**src/design/pvd_pkg.sv**
```systemverilog
`timescale 1ns / 1ps

package pvd_pkg;

  localparam int unsigned ByteW   = 8;
  localparam int unsigned ValueW  = 64;
  localparam int unsigned LenW    = 4;

  // Lead-one counts of 7 and 8 (first byte 0xFE or 0xFF) announce a full
  // 8-byte big-endian value after the prefix byte.
  localparam logic [LenW-1:0] LeadFull   = 4'd7;
  localparam logic [LenW-1:0] LenFull    = 4'd9;
  localparam logic [LenW-1:0] FullBytes  = 4'd8;
  localparam logic [LenW-1:0] LenMax     = 4'd9;

  typedef struct packed {
    logic [LenW-1:0]   bytes_left;
    logic [LenW-1:0]   total_length;
    logic [ValueW-1:0] accum;
  } pvd_state_t;

  typedef struct packed {
    logic              done;
    logic [ValueW-1:0] value;
    logic [LenW-1:0]   length;
  } pvd_result_t;

  // Number of leading one bits of a byte, 0 to 8.
  function automatic logic [LenW-1:0] lead_ones(input logic [ByteW-1:0] b);
    logic [LenW-1:0] n;
    logic            run;
    n   = '0;
    run = 1'b1;
    for (int i = ByteW - 1; i >= 0; i--) begin
      run = run & b[i];
      n   = n + LenW'(run);
    end
    return n;
  endfunction

  // Sign extension of a 7*L-bit payload for L from 1 to 7; longer codes
  // already fill the word.
  function automatic logic [ValueW-1:0] sign_fix(input logic [ValueW-1:0] a,
                                                 input logic [LenW-1:0]   len);
    logic [ValueW-1:0] v;
    case (len)
      4'd1:    v = {{57{a[6]}},  a[6:0]};
      4'd2:    v = {{50{a[13]}}, a[13:0]};
      4'd3:    v = {{43{a[20]}}, a[20:0]};
      4'd4:    v = {{36{a[27]}}, a[27:0]};
      4'd5:    v = {{29{a[34]}}, a[34:0]};
      4'd6:    v = {{22{a[41]}}, a[41:0]};
      4'd7:    v = {{15{a[48]}}, a[48:0]};
      default: v = a;
    endcase
    return v;
  endfunction

endpackage

```
**src/design/pvd_stream_if.sv**
```systemverilog
`timescale 1ns / 1ps

interface pvd_byte_if;
  logic                         valid;
  logic                         ready;
  logic [pvd_pkg::ByteW-1:0]    in_byte;

  modport source (output valid, output in_byte, input ready);
  modport sink   (input valid, input in_byte, output ready);
endinterface

interface pvd_result_if;
  logic                               valid;
  logic                               ready;
  logic signed [pvd_pkg::ValueW-1:0]  value;
  logic [pvd_pkg::LenW-1:0]           encoded_length;

  modport source (output valid, output value, output encoded_length, input ready);
  modport sink   (input valid, input value, input encoded_length, output ready);
endinterface

```
**src/design/prefix_varint_decoder.sv**
```systemverilog
`timescale 1ns / 1ps

// Prefix-length varint decoder for signed 64-bit integers. One byte is taken
// per request, and a byte can be accepted in every cycle unless the input and
// result registers are both full and the result is not being taken. Each byte
// is first captured in an input register; the decode step then folds it into
// the running state and, on the last byte of a number, loads the result
// register. The input register can still take a byte while a finished result
// waits to be taken; it stalls only once it is full as well.
module prefix_varint_decoder (
  input  logic                 clk_i,
  input  logic                 rst_ni,
  pvd_byte_if.sink             in_i,
  pvd_result_if.source         out_o
);

  logic                      in_valid_q;
  logic [pvd_pkg::ByteW-1:0] in_byte_q;
  logic                      advance;

  pvd_pkg::pvd_state_t       state_q, state_d;
  pvd_pkg::pvd_result_t      step_res;

  logic                      out_valid_q;
  logic [pvd_pkg::ValueW-1:0] value_q;
  logic [pvd_pkg::LenW-1:0]  length_q;

  // A byte that finishes a number needs a free result register; the check is
  // applied to every byte to keep the stall path short and simple.
  assign advance  = in_valid_q && (!out_valid_q || out_o.ready);
  assign in_i.ready = !in_valid_q || advance;

  pvd_step u_step (
    .byte_i   (in_byte_q),
    .state_i  (state_q),
    .state_o  (state_d),
    .result_o (step_res)
  );

  always_ff @(posedge clk_i or negedge rst_ni) begin
    if (!rst_ni) begin
      in_valid_q  <= 1'b0;
      out_valid_q <= 1'b0;
      state_q     <= '0;
    end else begin
      if (in_i.ready) begin
        in_valid_q <= in_i.valid;
      end
      if (advance) begin
        state_q <= state_d;
      end
      if (advance && step_res.done) begin
        out_valid_q <= 1'b1;
      end else if (out_o.ready) begin
        out_valid_q <= 1'b0;
      end
    end
  end

  always_ff @(posedge clk_i) begin
    if (in_i.ready && in_i.valid) begin
      in_byte_q <= in_i.in_byte;
    end
    if (advance && step_res.done) begin
      value_q  <= step_res.value;
      length_q <= step_res.length;
    end
  end

  assign out_o.valid          = out_valid_q;
  assign out_o.value          = value_q;
  assign out_o.encoded_length = length_q;

  // A number never expects more than the eight bytes after a full prefix.
  assert property (@(posedge clk_i) disable iff (!rst_ni)
    state_q.bytes_left <= pvd_pkg::FullBytes)
    else $error("bytes_left out of range");

  // While a number is open, its length covers the bytes still expected.
  assert property (@(posedge clk_i) disable iff (!rst_ni)
    state_q.bytes_left != '0 |-> state_q.total_length > state_q.bytes_left)
    else $error("total_length inconsistent with bytes_left");

  // Every result reports a length from 1 to 9.
  assert property (@(posedge clk_i) disable iff (!rst_ni)
    out_valid_q |-> (length_q != '0) && (length_q <= pvd_pkg::LenMax))
    else $error("result length out of range");

  // A new result is loaded only when a byte leaves the input register.
  assert property (@(posedge clk_i) disable iff (!rst_ni)
    $rose(out_valid_q) |-> $past(in_valid_q))
    else $error("result without a consumed byte");

endmodule

```
**src/design/pvd_step.sv**
```systemverilog
`timescale 1ns / 1ps

// One byte of decode: next parser state and, on a number's last byte, its
// finished value.
module pvd_step (
  input  logic [pvd_pkg::ByteW-1:0] byte_i,
  input  pvd_pkg::pvd_state_t       state_i,
  output pvd_pkg::pvd_state_t       state_o,
  output pvd_pkg::pvd_result_t      result_o
);

  logic                      first;
  logic [pvd_pkg::LenW-1:0]  ones;
  logic [pvd_pkg::LenW-1:0]  len_first;
  logic [pvd_pkg::ByteW-1:0] mask;

  assign first     = (state_i.bytes_left == '0);
  assign ones      = pvd_pkg::lead_ones(byte_i);
  assign len_first = ones + 4'd1;
  assign mask      = 8'hFF >> len_first;

  always_comb begin
    state_o = state_i;
    if (first) begin
      if (ones >= pvd_pkg::LeadFull) begin
        state_o.accum        = '0;
        state_o.total_length = pvd_pkg::LenFull;
        state_o.bytes_left   = pvd_pkg::FullBytes;
      end else begin
        state_o.accum        = {56'd0, byte_i & mask};
        state_o.total_length = len_first;
        state_o.bytes_left   = len_first - 4'd1;
      end
    end else begin
      state_o.accum      = {state_i.accum[pvd_pkg::ValueW-pvd_pkg::ByteW-1:0], byte_i};
      state_o.bytes_left = state_i.bytes_left - 4'd1;
    end
  end

  assign result_o.done   = (state_o.bytes_left == '0);
  assign result_o.value  = pvd_pkg::sign_fix(state_o.accum, state_o.total_length);
  assign result_o.length = state_o.total_length;

endmodule

```
**src/flat_wrapper.sv**
```systemverilog
// flat-port wrapper written by rule: the top's interface ports become plain ports
module prefix_varint_decoder_flat 
  (clk_i, rst_ni, in_i_valid, in_i_in_byte, in_i_ready, out_o_valid, out_o_value, out_o_encoded_length, out_o_ready);
  pvd_byte_if in_i_i ();
  pvd_result_if out_o_i ();
  input  logic clk_i;
  input  logic rst_ni;
  input wire logic [$bits(in_i_i.valid)-1:0] in_i_valid;
  input wire logic [$bits(in_i_i.in_byte)-1:0] in_i_in_byte;
  output wire logic [$bits(in_i_i.ready)-1:0] in_i_ready;
  output wire logic [$bits(out_o_i.valid)-1:0] out_o_valid;
  output wire logic [$bits(out_o_i.value)-1:0] out_o_value;
  output wire logic [$bits(out_o_i.encoded_length)-1:0] out_o_encoded_length;
  input wire logic [$bits(out_o_i.ready)-1:0] out_o_ready;
  assign in_i_i.valid = in_i_valid;
  assign in_i_i.in_byte = in_i_in_byte;
  assign in_i_ready = in_i_i.ready;
  assign out_o_valid = out_o_i.valid;
  assign out_o_value = out_o_i.value;
  assign out_o_encoded_length = out_o_i.encoded_length;
  assign out_o_i.ready = out_o_ready;
  prefix_varint_decoder u_core (.clk_i(clk_i), .rst_ni(rst_ni), .in_i(in_i_i), .out_o(out_o_i));
endmodule
```
**config.mk**
```make
export PLATFORM = sky130hd
export DESIGN_NAME = prefix_varint_decoder_flat
export DESIGN_NICKNAME = d
export VERILOG_FILES = /design/src/design/pvd_pkg.sv /design/src/design/pvd_stream_if.sv /design/src/design/prefix_varint_decoder.sv /design/src/design/pvd_step.sv /design/src/flat_wrapper.sv
export SDC_FILE = /design/constraint.sdc
export NUM_CORES = 1
export LEC_CHECK = 0
export BUFFER_PORTS_ARGS = -buffer_cell sky130_fd_sc_hd__clkbuf_2
export CORE_ASPECT_RATIO = 0.9
export CORE_MARGIN = 2
export CORE_UTILIZATION = 45
export CTS_CLUSTER_SIZE = 16
export DETAILED_ROUTE_END_ITERATION = 12
export GPL_TIMING_DRIVEN = 0
export HOLD_SLACK_MARGIN = 0.03
export PLACE_DENSITY_LB_ADDON = 0.1
export SETUP_SLACK_MARGIN = 0.3
export SYNTH_ARGS = -nofsm -noshare
export SYNTH_HDL_FRONTEND = slang
export SYNTH_SLANG_ARGS = --single-unit
```
**constraint.sdc**
```tcl
create_clock -name clk_i -period 9.4 [get_ports clk_i]
set_clock_uncertainty 0.15 [all_clocks]
set_input_delay 1.41 -clock clk_i [delete_from_list [all_inputs] [get_ports clk_i]]
set_output_delay 1.41 -clock clk_i [all_outputs]
set_load 0.02 [all_outputs]
```
==> impl_results.md, run 1 <==
* Clock share of power at about a quarter
* Wire per inst at approximately 18 um
* R2R Path Start: u_core.in_byte_q[7]
* Layout cells sized above 1 at between 20% and 30%
* Net Sw Frac at between 30% and 40%
* Skew-Pair Late Insertion Delay at 0.42 ns
* Flops & latches, synth at ~140
* Row count at 40
* Tmin final at between 5 and 6 ns
* Sequential area share after synthesis at between 60% and 70%
* Syn-to-layout area delta at 20.3%
* Final hold vios at 0
* Reg2reg setup slack at roughly 3.4 ns
* Cell Area, Synth at slightly above 6000 um2
* Synth warn at 0
* Final setup viols at 0
* Startpoint Class: flop
* 1st-pass router iterations at 4
* Fin nets at roughly 610
* Gpl congestion at 0.879
* Post-synth EDFFs at 76
* Post-synthesis net count at 508
* Gr usage total at about a fifth
* Worst hold stages at 1
* Tightest Pin Transition at 0.716 ns
* Initial Util at a little under half
* Most common cell after layout, fill and taps aside: clkbuf_2
* H-tree levels at 4
* Clk sinks at roughly 140
* Die area at ~15000 um2
* CP Capture Type: flop
* Global-route wire length before repair at 22200 um
* Antenna cells at 0
* Largest net degree at the start of global routing at 37
* Status: complete, no violations
* Port bufs at between 80 and 90
* Peak supply drop at 0.171 mV
* DR iter-0 viols at about 230
* Die X at between 100 and 150 um
* Worst path required time at roughly 9.4 ns
* Int Power at between 0.0015 and 0.002 W
* Fillers at 1149
* Fraction of registers with async set/reset at 46.5%
* Final period utilization at between 60% and 70%
* Overall power at between 0.002 and 0.003 W
* Antenna-violating nets left at 0
* Crit Path Max Fanout at 24
* Avg Cell Area, Syn at around 13 um2
* Core Util, Final at between 50% and 60%
* Root Buffer Master: clkbuf_16
* CP arrival at between 5 and 6 ns
* DRT Wirelength at approximately 14000 um
* Cells after Synth at just under 500
* RSZ-0062 raised after global routing: false
* Post-CTS Resized at 0
* Synth cell types at 52
* Commonest non-fill, non-tap cells in the layout: clkbuf_2 (81), edfxtp_1 (76), dfrtp_1 (66), nand2_1 (58), a22o_1 (49)
* Slew Limit Headroom at 52.3%
* Initial antenna violation count at 0
* Hold_sp: u_core.state_q[53]
* Pwr Density at around 340 nW/um2
* Crit Path Category: reg -> reg
* CTS hold repair buffers at 0
* Top FF cell, synth: edfxtp_1
* Worst R2R Path Depth at 16
* Switch Pwr at between 0.0008 and 0.0009 W
* CTS clk-pin slew, worst paths at around 0.060 ns
* Max Cap Violations at 0
* Total global routing overflow at 0
* DIE HEIGHT at between 100 and 150 um
* Setup TNS at 0 ns
* Comb power frac at between 30 and 40%
* Max Slew Vio Count at 0
* HP Class: reg -> reg
* DP HPWL at between 9000 and 10000 um
* Vias/cell at 5.61
* Hold endpoint: u_core.state_q[53]
* Leak pwr at between 3 and 4 nW
* CTS Buf Count at 17
* Via count at ~4300
* Post-CTS Setup Bufs at 0
* Seq pwr share at 41.2%
* TritonCTS clock tree: built
* Residual DRC count at 0
* Fmax at 167 MHz
* Core Area at roughly 13000 um2
* R2R Path End: u_core.out_o.value[36]
* Vias in the first global route at 4182
* Top-Level Pins at a little over 80
* Largest buffer count on any clock path at 2
==> worst max path at each step <==
stage                        start                             end  slack (ns)  cells after the start
2_1_floorplan  u_core.in_byte_q[7]  u_core.out_o.encoded_length[0]        2.14                     14
3_3_place_gp   u_core.in_byte_q[7]          u_core.out_o.value[31]        0.88                     14
3_5_place_dp   u_core.in_byte_q[7]          u_core.out_o.value[40]        3.45                     16
4_1_cts        u_core.in_byte_q[7]          u_core.out_o.value[36]        3.42                     16
5_1_grt        u_core.in_byte_q[7]          u_core.out_o.value[39]        3.01                     16
6_report       u_core.in_byte_q[7]          u_core.out_o.value[36]        3.42                     16
==> cell usage after synthesis, types with 3 or more instances <==
library cell  instances  area [um2]
a21oi_1               9        45.0
or2_2                 3        18.8
buf_6                 5        56.3
clkbuf_1             15        56.3
dfrtp_1              66        1650
nand3_1              25         125
nor2_1               16        60.1
a21boi_0             15         113
mux2_2               13         146
nor3_1                9        45.0
inv_1                 6        22.5
nand2_1              58         218
o21ai_0              22         110
buf_2                 6        30.0
o21a_1                6        45.0
o211ai_1             16         120
a22o_1               49         429
nand2b_1              4        25.0
ha_1                  8         100
fa_1                  3        60.1
nor2b_1               4        25.0
a211oi_1              3        22.5
buf_1                 5        18.8
and3_1                5        31.3
and2_1                4        25.0
edfxtp_1             76        2280
o31ai_1               4        30.0
==> critical path, cell delays in order, from the launching register on <==
cell and delay (ns):
edfxtp_1 0.45, and3_1 0.22, and2_1 0.17, and3_1 0.21, and2_1 0.18, fa_1 0.56, fa_1 0.42, ha_1 0.22
fa_1 0.61, ha_1 0.26, clkbuf_1 0.34, a22oi_2 0.16, a311oi_1 0.40, nand3_1 0.23, nor3_4 0.64, buf_8 0.25
buf_16 0.18
==> registers in the layout (all words and copies together), names as in the netlist <==
signal                       count
u_core.in_byte_q                 8
u_core.in_valid_q                1
u_core.out_o.encoded_length      4
u_core.out_o.value              64
u_core.state_q                  64
u_core.out_o.valid               1
==> layout make-up <==
type | count | area [um2] | share of cell area, %
repair buffers | 85 | 485 | 6.49
flip-flops and latches | 142 | 3930 | 52.6
clock inverters | 6 | 58.8 | 0.786
well taps | 168 | 210 | 2.81
multi-input cells | 305 | 2110 | 28.2
clock buffers | 26 | 499 | 6.67
inverters | 6 | 22.5 | 0.301
plain buffers | 32 | 166 | 2.22
==> per-stage QoR <==
step | worst slack [ns] | hold slack [ns] | instance area, um2 | instances
2_1_floorplan | 2.14 | 0.318 | 6220 | 485
3_3_place_gp | 0.883 | 0.333 | 6840 | 734
3_5_place_dp | 3.45 | 0.337 | 6930 | 738
4_1_cts | 3.42 | 0.354 | 7480 | 770
5_1_grt | 3.01 | 0.366 | 7480 | 770
6_report | 3.42 | 0.355 | 7480 | 770
==> cell families (layout without fill, tap and decap cells) <==
kind of cell	Yosys count	after routing	share of synthesized area, %
xor gates and xnor gates	4	4	0.684
buffers and inverters	38	155	3.04
DFF	142	142	63.2
AOI/OAI and AO/OA	138	138	17.2
muxes	15	15	2.68
adders and majority gates	11	11	2.58
and+or+nand+nor	137	137	10.6
==> power by group through the flow <==
stage	combinational (W)	sequential, W	clock (W)
floorplan	0.000565	0.00108	0
global placement	0.000833	0.00106	0
detailed placement	0.000863	0.00106	0
CTS	0.000870	0.00105	0.000641
global route	0.000962	0.00107	0.000670
finish	0.000861	0.00105	0.000632
==> per-layer routing <==
layer | part of all wire [%] | vias up | track usage (%) | routed length (um)
met5 | 0 | - | 0 | 0
met4 | 1.5 | 0 | 6.59 | 208
met3 | 5.2 | 19 | 5.68 | 715
met2 | 48 | 125 | 31.7 | 6520
met1 | 45 | 2144 | 26.2 | 6220
li1 | - | 2034 | - | -
(Power assumes the default switching activity.)
==> run 2, diff against run 1 <==
==> constraint.sdc (replaced) <==
create_clock -name clk_i -period 5.4 [get_ports clk_i]
set_clock_uncertainty 0.15 [all_clocks]
set_input_delay 0.81 -clock clk_i [delete_from_list [all_inputs] [get_ports clk_i]]
set_output_delay 0.81 -clock clk_i [all_outputs]
set_load 0.02 [all_outputs]
==> impl_results.md, run 2 (same netlist as run 1, synthesis figures left out) <==
* R2R Path Start: u_core.in_byte_q[5] (was u_core.in_byte_q[7])
* Via count at 4276 (was 4322)
* Antenna-violating nets left at 0 (unchanged)
* Total global routing overflow at 0 (unchanged)
* Most common cell after layout, fill and taps aside: clkbuf_2 (unchanged)
* Global-route wire length before repair at 22500 um (was 22200 um)
* Pwr Density at 580 nW/um2 (was 339 nW/um2)
* Worst path required time at 5.37 ns (was 9.38 ns)
* Core Util, Final at 57.1% (was 55.8%)
* Status: complete, no violations (unchanged)
* Gpl congestion at 0.850 (was 0.879)
* Slew Limit Headroom at 53.0% (was 52.3%)
* Largest buffer count on any clock path at 2 (unchanged)
* CP Capture Type: flop (unchanged)
* R2R Path End: u_core.out_o.value[38] (was u_core.out_o.value[36])
* Crit-path cells: and3_4 > and2_4 > and3_4 > and3_4 > fa_1 > fa_1 > ha_2 > fa_2 > ha_4 > clkbuf_8 > a22o_4 > nor2_4 > o221ai_4 > nor3_4 > buf_16 > buf_16 (was and3_1 > and2_1 > and3_1 > and2_1 > fa_1 > fa_1 > ha_1 > fa_1 > ha_1 > clkbuf_1 > a22oi_2 > a311oi_1 > nand3_1 > nor3_4 > buf_8 > buf_16)
* Residual DRC count at 0 (unchanged)
* Tightest Pin Transition at 0.704 ns (was 0.716 ns)
* DP Worst Slack at 0.108 ns (was 3.45 ns)
* TritonCTS clock tree: built (unchanged)
* Core Area at 13400 um2 (unchanged)
* Worst R2R Path Depth at 16 (unchanged)
* Skew-Pair Late Insertion Delay at 0.42 ns (about the same)
* Final worst slack at 0.494 ns (was 3.42 ns)
* Seq pwr share at 41.0% (was 41.2%)
* Comb power frac at 35.0% (was 33.9%)
* Initial antenna violation count at 0 (unchanged)
* CP max stage delay at 0.56 ns (was 0.64 ns)
* GRT met2 Usage at 32.4% (was 31.7%)
* Antenna cells at 0 (unchanged)
* Die X at 128 um (unchanged)
* Leak pwr at 3.24 nW (was 3.20 nW)
* DR iter-0 viols at 314 (was 228)
* DIE HEIGHT at 116 um (unchanged)
* HP Class: in -> async (was reg -> reg)
* Reg2reg setup slack at 0.49 ns (was 3.42 ns)
* Fin nets at 619 (was 612)
* Int Power at 0.00286 W (was 0.00164 W)
* CTS Buf Count at 17 (unchanged)
* Non-filler cells, final at 777 (was 770)
* Crit path top cell by count: and3_4 (was fa_1)
* Syn-to-layout area delta at 23.1% (was 20.3%)
* H-tree levels at 4 (unchanged)
* CP max stage cell: fa_1 (was nor3_4)
* 1st-pass router iterations at 4 (unchanged)
* Tmin final at 4.91 ns (was 5.98 ns)
* RSZ-0062 raised after global routing: false (unchanged)
* Root Buffer Master: clkbuf_16 (unchanged)
* Startpoint Class: flop (unchanged)
* Peak supply drop at 0.274 mV (was 0.171 mV)
* Final setup viols at 0 (unchanged)
* Clk sinks at 142 (unchanged)
* Vias/cell at 5.50 (was 5.61)
* Final hold vios at 0 (unchanged)
* Row count at 40 (unchanged)
* Fillers at 1143 (was 1149)
* Commonest non-fill, non-tap cells in the layout: clkbuf_2 (81), edfxtp_1 (76), dfrtp_1 (66), nand2_1 (58), a22o_1 (48) (was clkbuf_2 (81), edfxtp_1 (76), dfrtp_1 (66), nand2_1 (58), a22o_1 (49))
* Crit Path Max Fanout at 24 (unchanged)
* Buf/Inv on CP at 3 (unchanged)
* Switch Pwr at 0.00158 W (was 0.000898 W)
* Top-Level Pins at 82 (unchanged)
* Die area at 14800 um2 (unchanged)
* CTS hold repair buffers at 0 (unchanged)
* Largest net degree at the start of global routing at 38 (was 37)
* Final period utilization at 90.9% (was 63.6%)
* DRT Wirelength at 13800 um (was 13700 um)
* Met1 usage at 27.0% (was 26.2%)
* Net Sw Frac at 35.5% (was 35.4%)
* Top Family by Delay on Critical Path: adder cells (unchanged)
* Gr usage total at 20.0% (was 19.8%)
* Max Cap Violations at 0 (unchanged)
* Routing usage on met3 at 5.59% (was 5.68%)
* Final Cell Area at 7660 um2 (was 7480 um2)
* Fmax at 204 MHz (was 167 MHz)
* Vias in the first global route at 4234 (was 4182)
* Area post-placement at 7060 um2 (was 6930 um2)
* DP HPWL at 9600 um (was 9690 um)
* CTS clk-pin slew, worst paths at 0.05 ns (was 0.06 ns)
* Clock share of power at 24.0% (was 24.9%)
* GR peak layer: met2 (unchanged)
* Wire per inst at 17.7 um (about the same)
* CP arrival at 4.88 ns (was 5.95 ns)
* Layout cells sized above 1 at 28.2% (was 24.8%)
* Max Slew Vio Count at 0 (unchanged)
* Placed cell count at 738 (unchanged)
* Port bufs at 81 (unchanged)
* Initial Util at 46.4% (unchanged)
* Crit Path Category: reg -> reg (unchanged)
-- run 2: routing by layer --
layer | vias to the layer above | share of wire (%)
met4 | 0 | 1.0
met3 | 14 | 3.8
met2 | 91 | 49
met5 | - | 0
li1 | 2046 | -
met1 | 2125 | 47
-- run 2: worst register-to-register path: cells and delay by family (launching register included) --
kind                     cells  cell delay (ns)
flip-flops                   1             0.41
AO/OA/AOI/OAI                2             0.42
adder cells (fa/ha/maj)      5             1.99
buffers and inverters        3             0.53
AND/OR/NAND/NOR              6             1.11
-- run 2: power groups by stage --
stage               sequential [W]  combinational (W)  clock, W
floorplan                  0.00187            0.00101         0
global placement           0.00184            0.00148         0
detailed placement         0.00184            0.00153         0
CTS                        0.00182            0.00155   0.00108
global route               0.00186            0.00174   0.00114
finish                     0.00182            0.00155   0.00106
-- run 2: cell type report --
class	instances	area (um2)	share of cell area, %
inverters	6	22.5	0.294
plain buffers	32	176	2.30
repair buffers	92	556	7.25
multi-input cells	305	2220	29.0
clock inverters	7	62.6	0.817
clock buffers	25	475	6.21
well taps	168	210	2.74
flip-flops and latches	142	3930	51.4
-- run 2: worst max-delay path by stage --
stage,startpoint,to,slack (ns),cells after the start
floorplan,u_core.in_byte_q[6],u_core.out_o.encoded_length[0],-0.49,14
CTS,u_core.in_byte_q[6],u_core.out_o.value[26],0.37,16
detailed placement,u_core.in_byte_q[5],u_core.out_o.value[28],0.11,16
global route,u_core.in_byte_q[5],u_core.out_o.value[39],0.32,16
global placement,u_core.in_byte_q[7],u_core.out_o.value[28],-1.21,14
finish,u_core.in_byte_q[5],u_core.out_o.value[38],0.49,16
-- run 2: through the flow --
step | total power (W) | setup TNS [ns] | hold slack [ns]
5_1_grt | 0.00473 | 0 | 0.238
6_report | 0.00444 | 0 | 0.226
3_5_place_dp | 0.00337 | 0 | 0.336
3_3_place_gp | 0.00332 | -82.32 | 0.335
4_1_cts | 0.00446 | 0 | 0.227
2_1_floorplan | 0.00288 | -33.05 | 0.318
-- run 2: repair_timing --
action                     4_1_cts  5_1_grt
setup endpoints to repair       52       54
gates resized for setup          0        2
pin swaps                        1        2
setup buffers                    2        5
gates cloned                     0        0
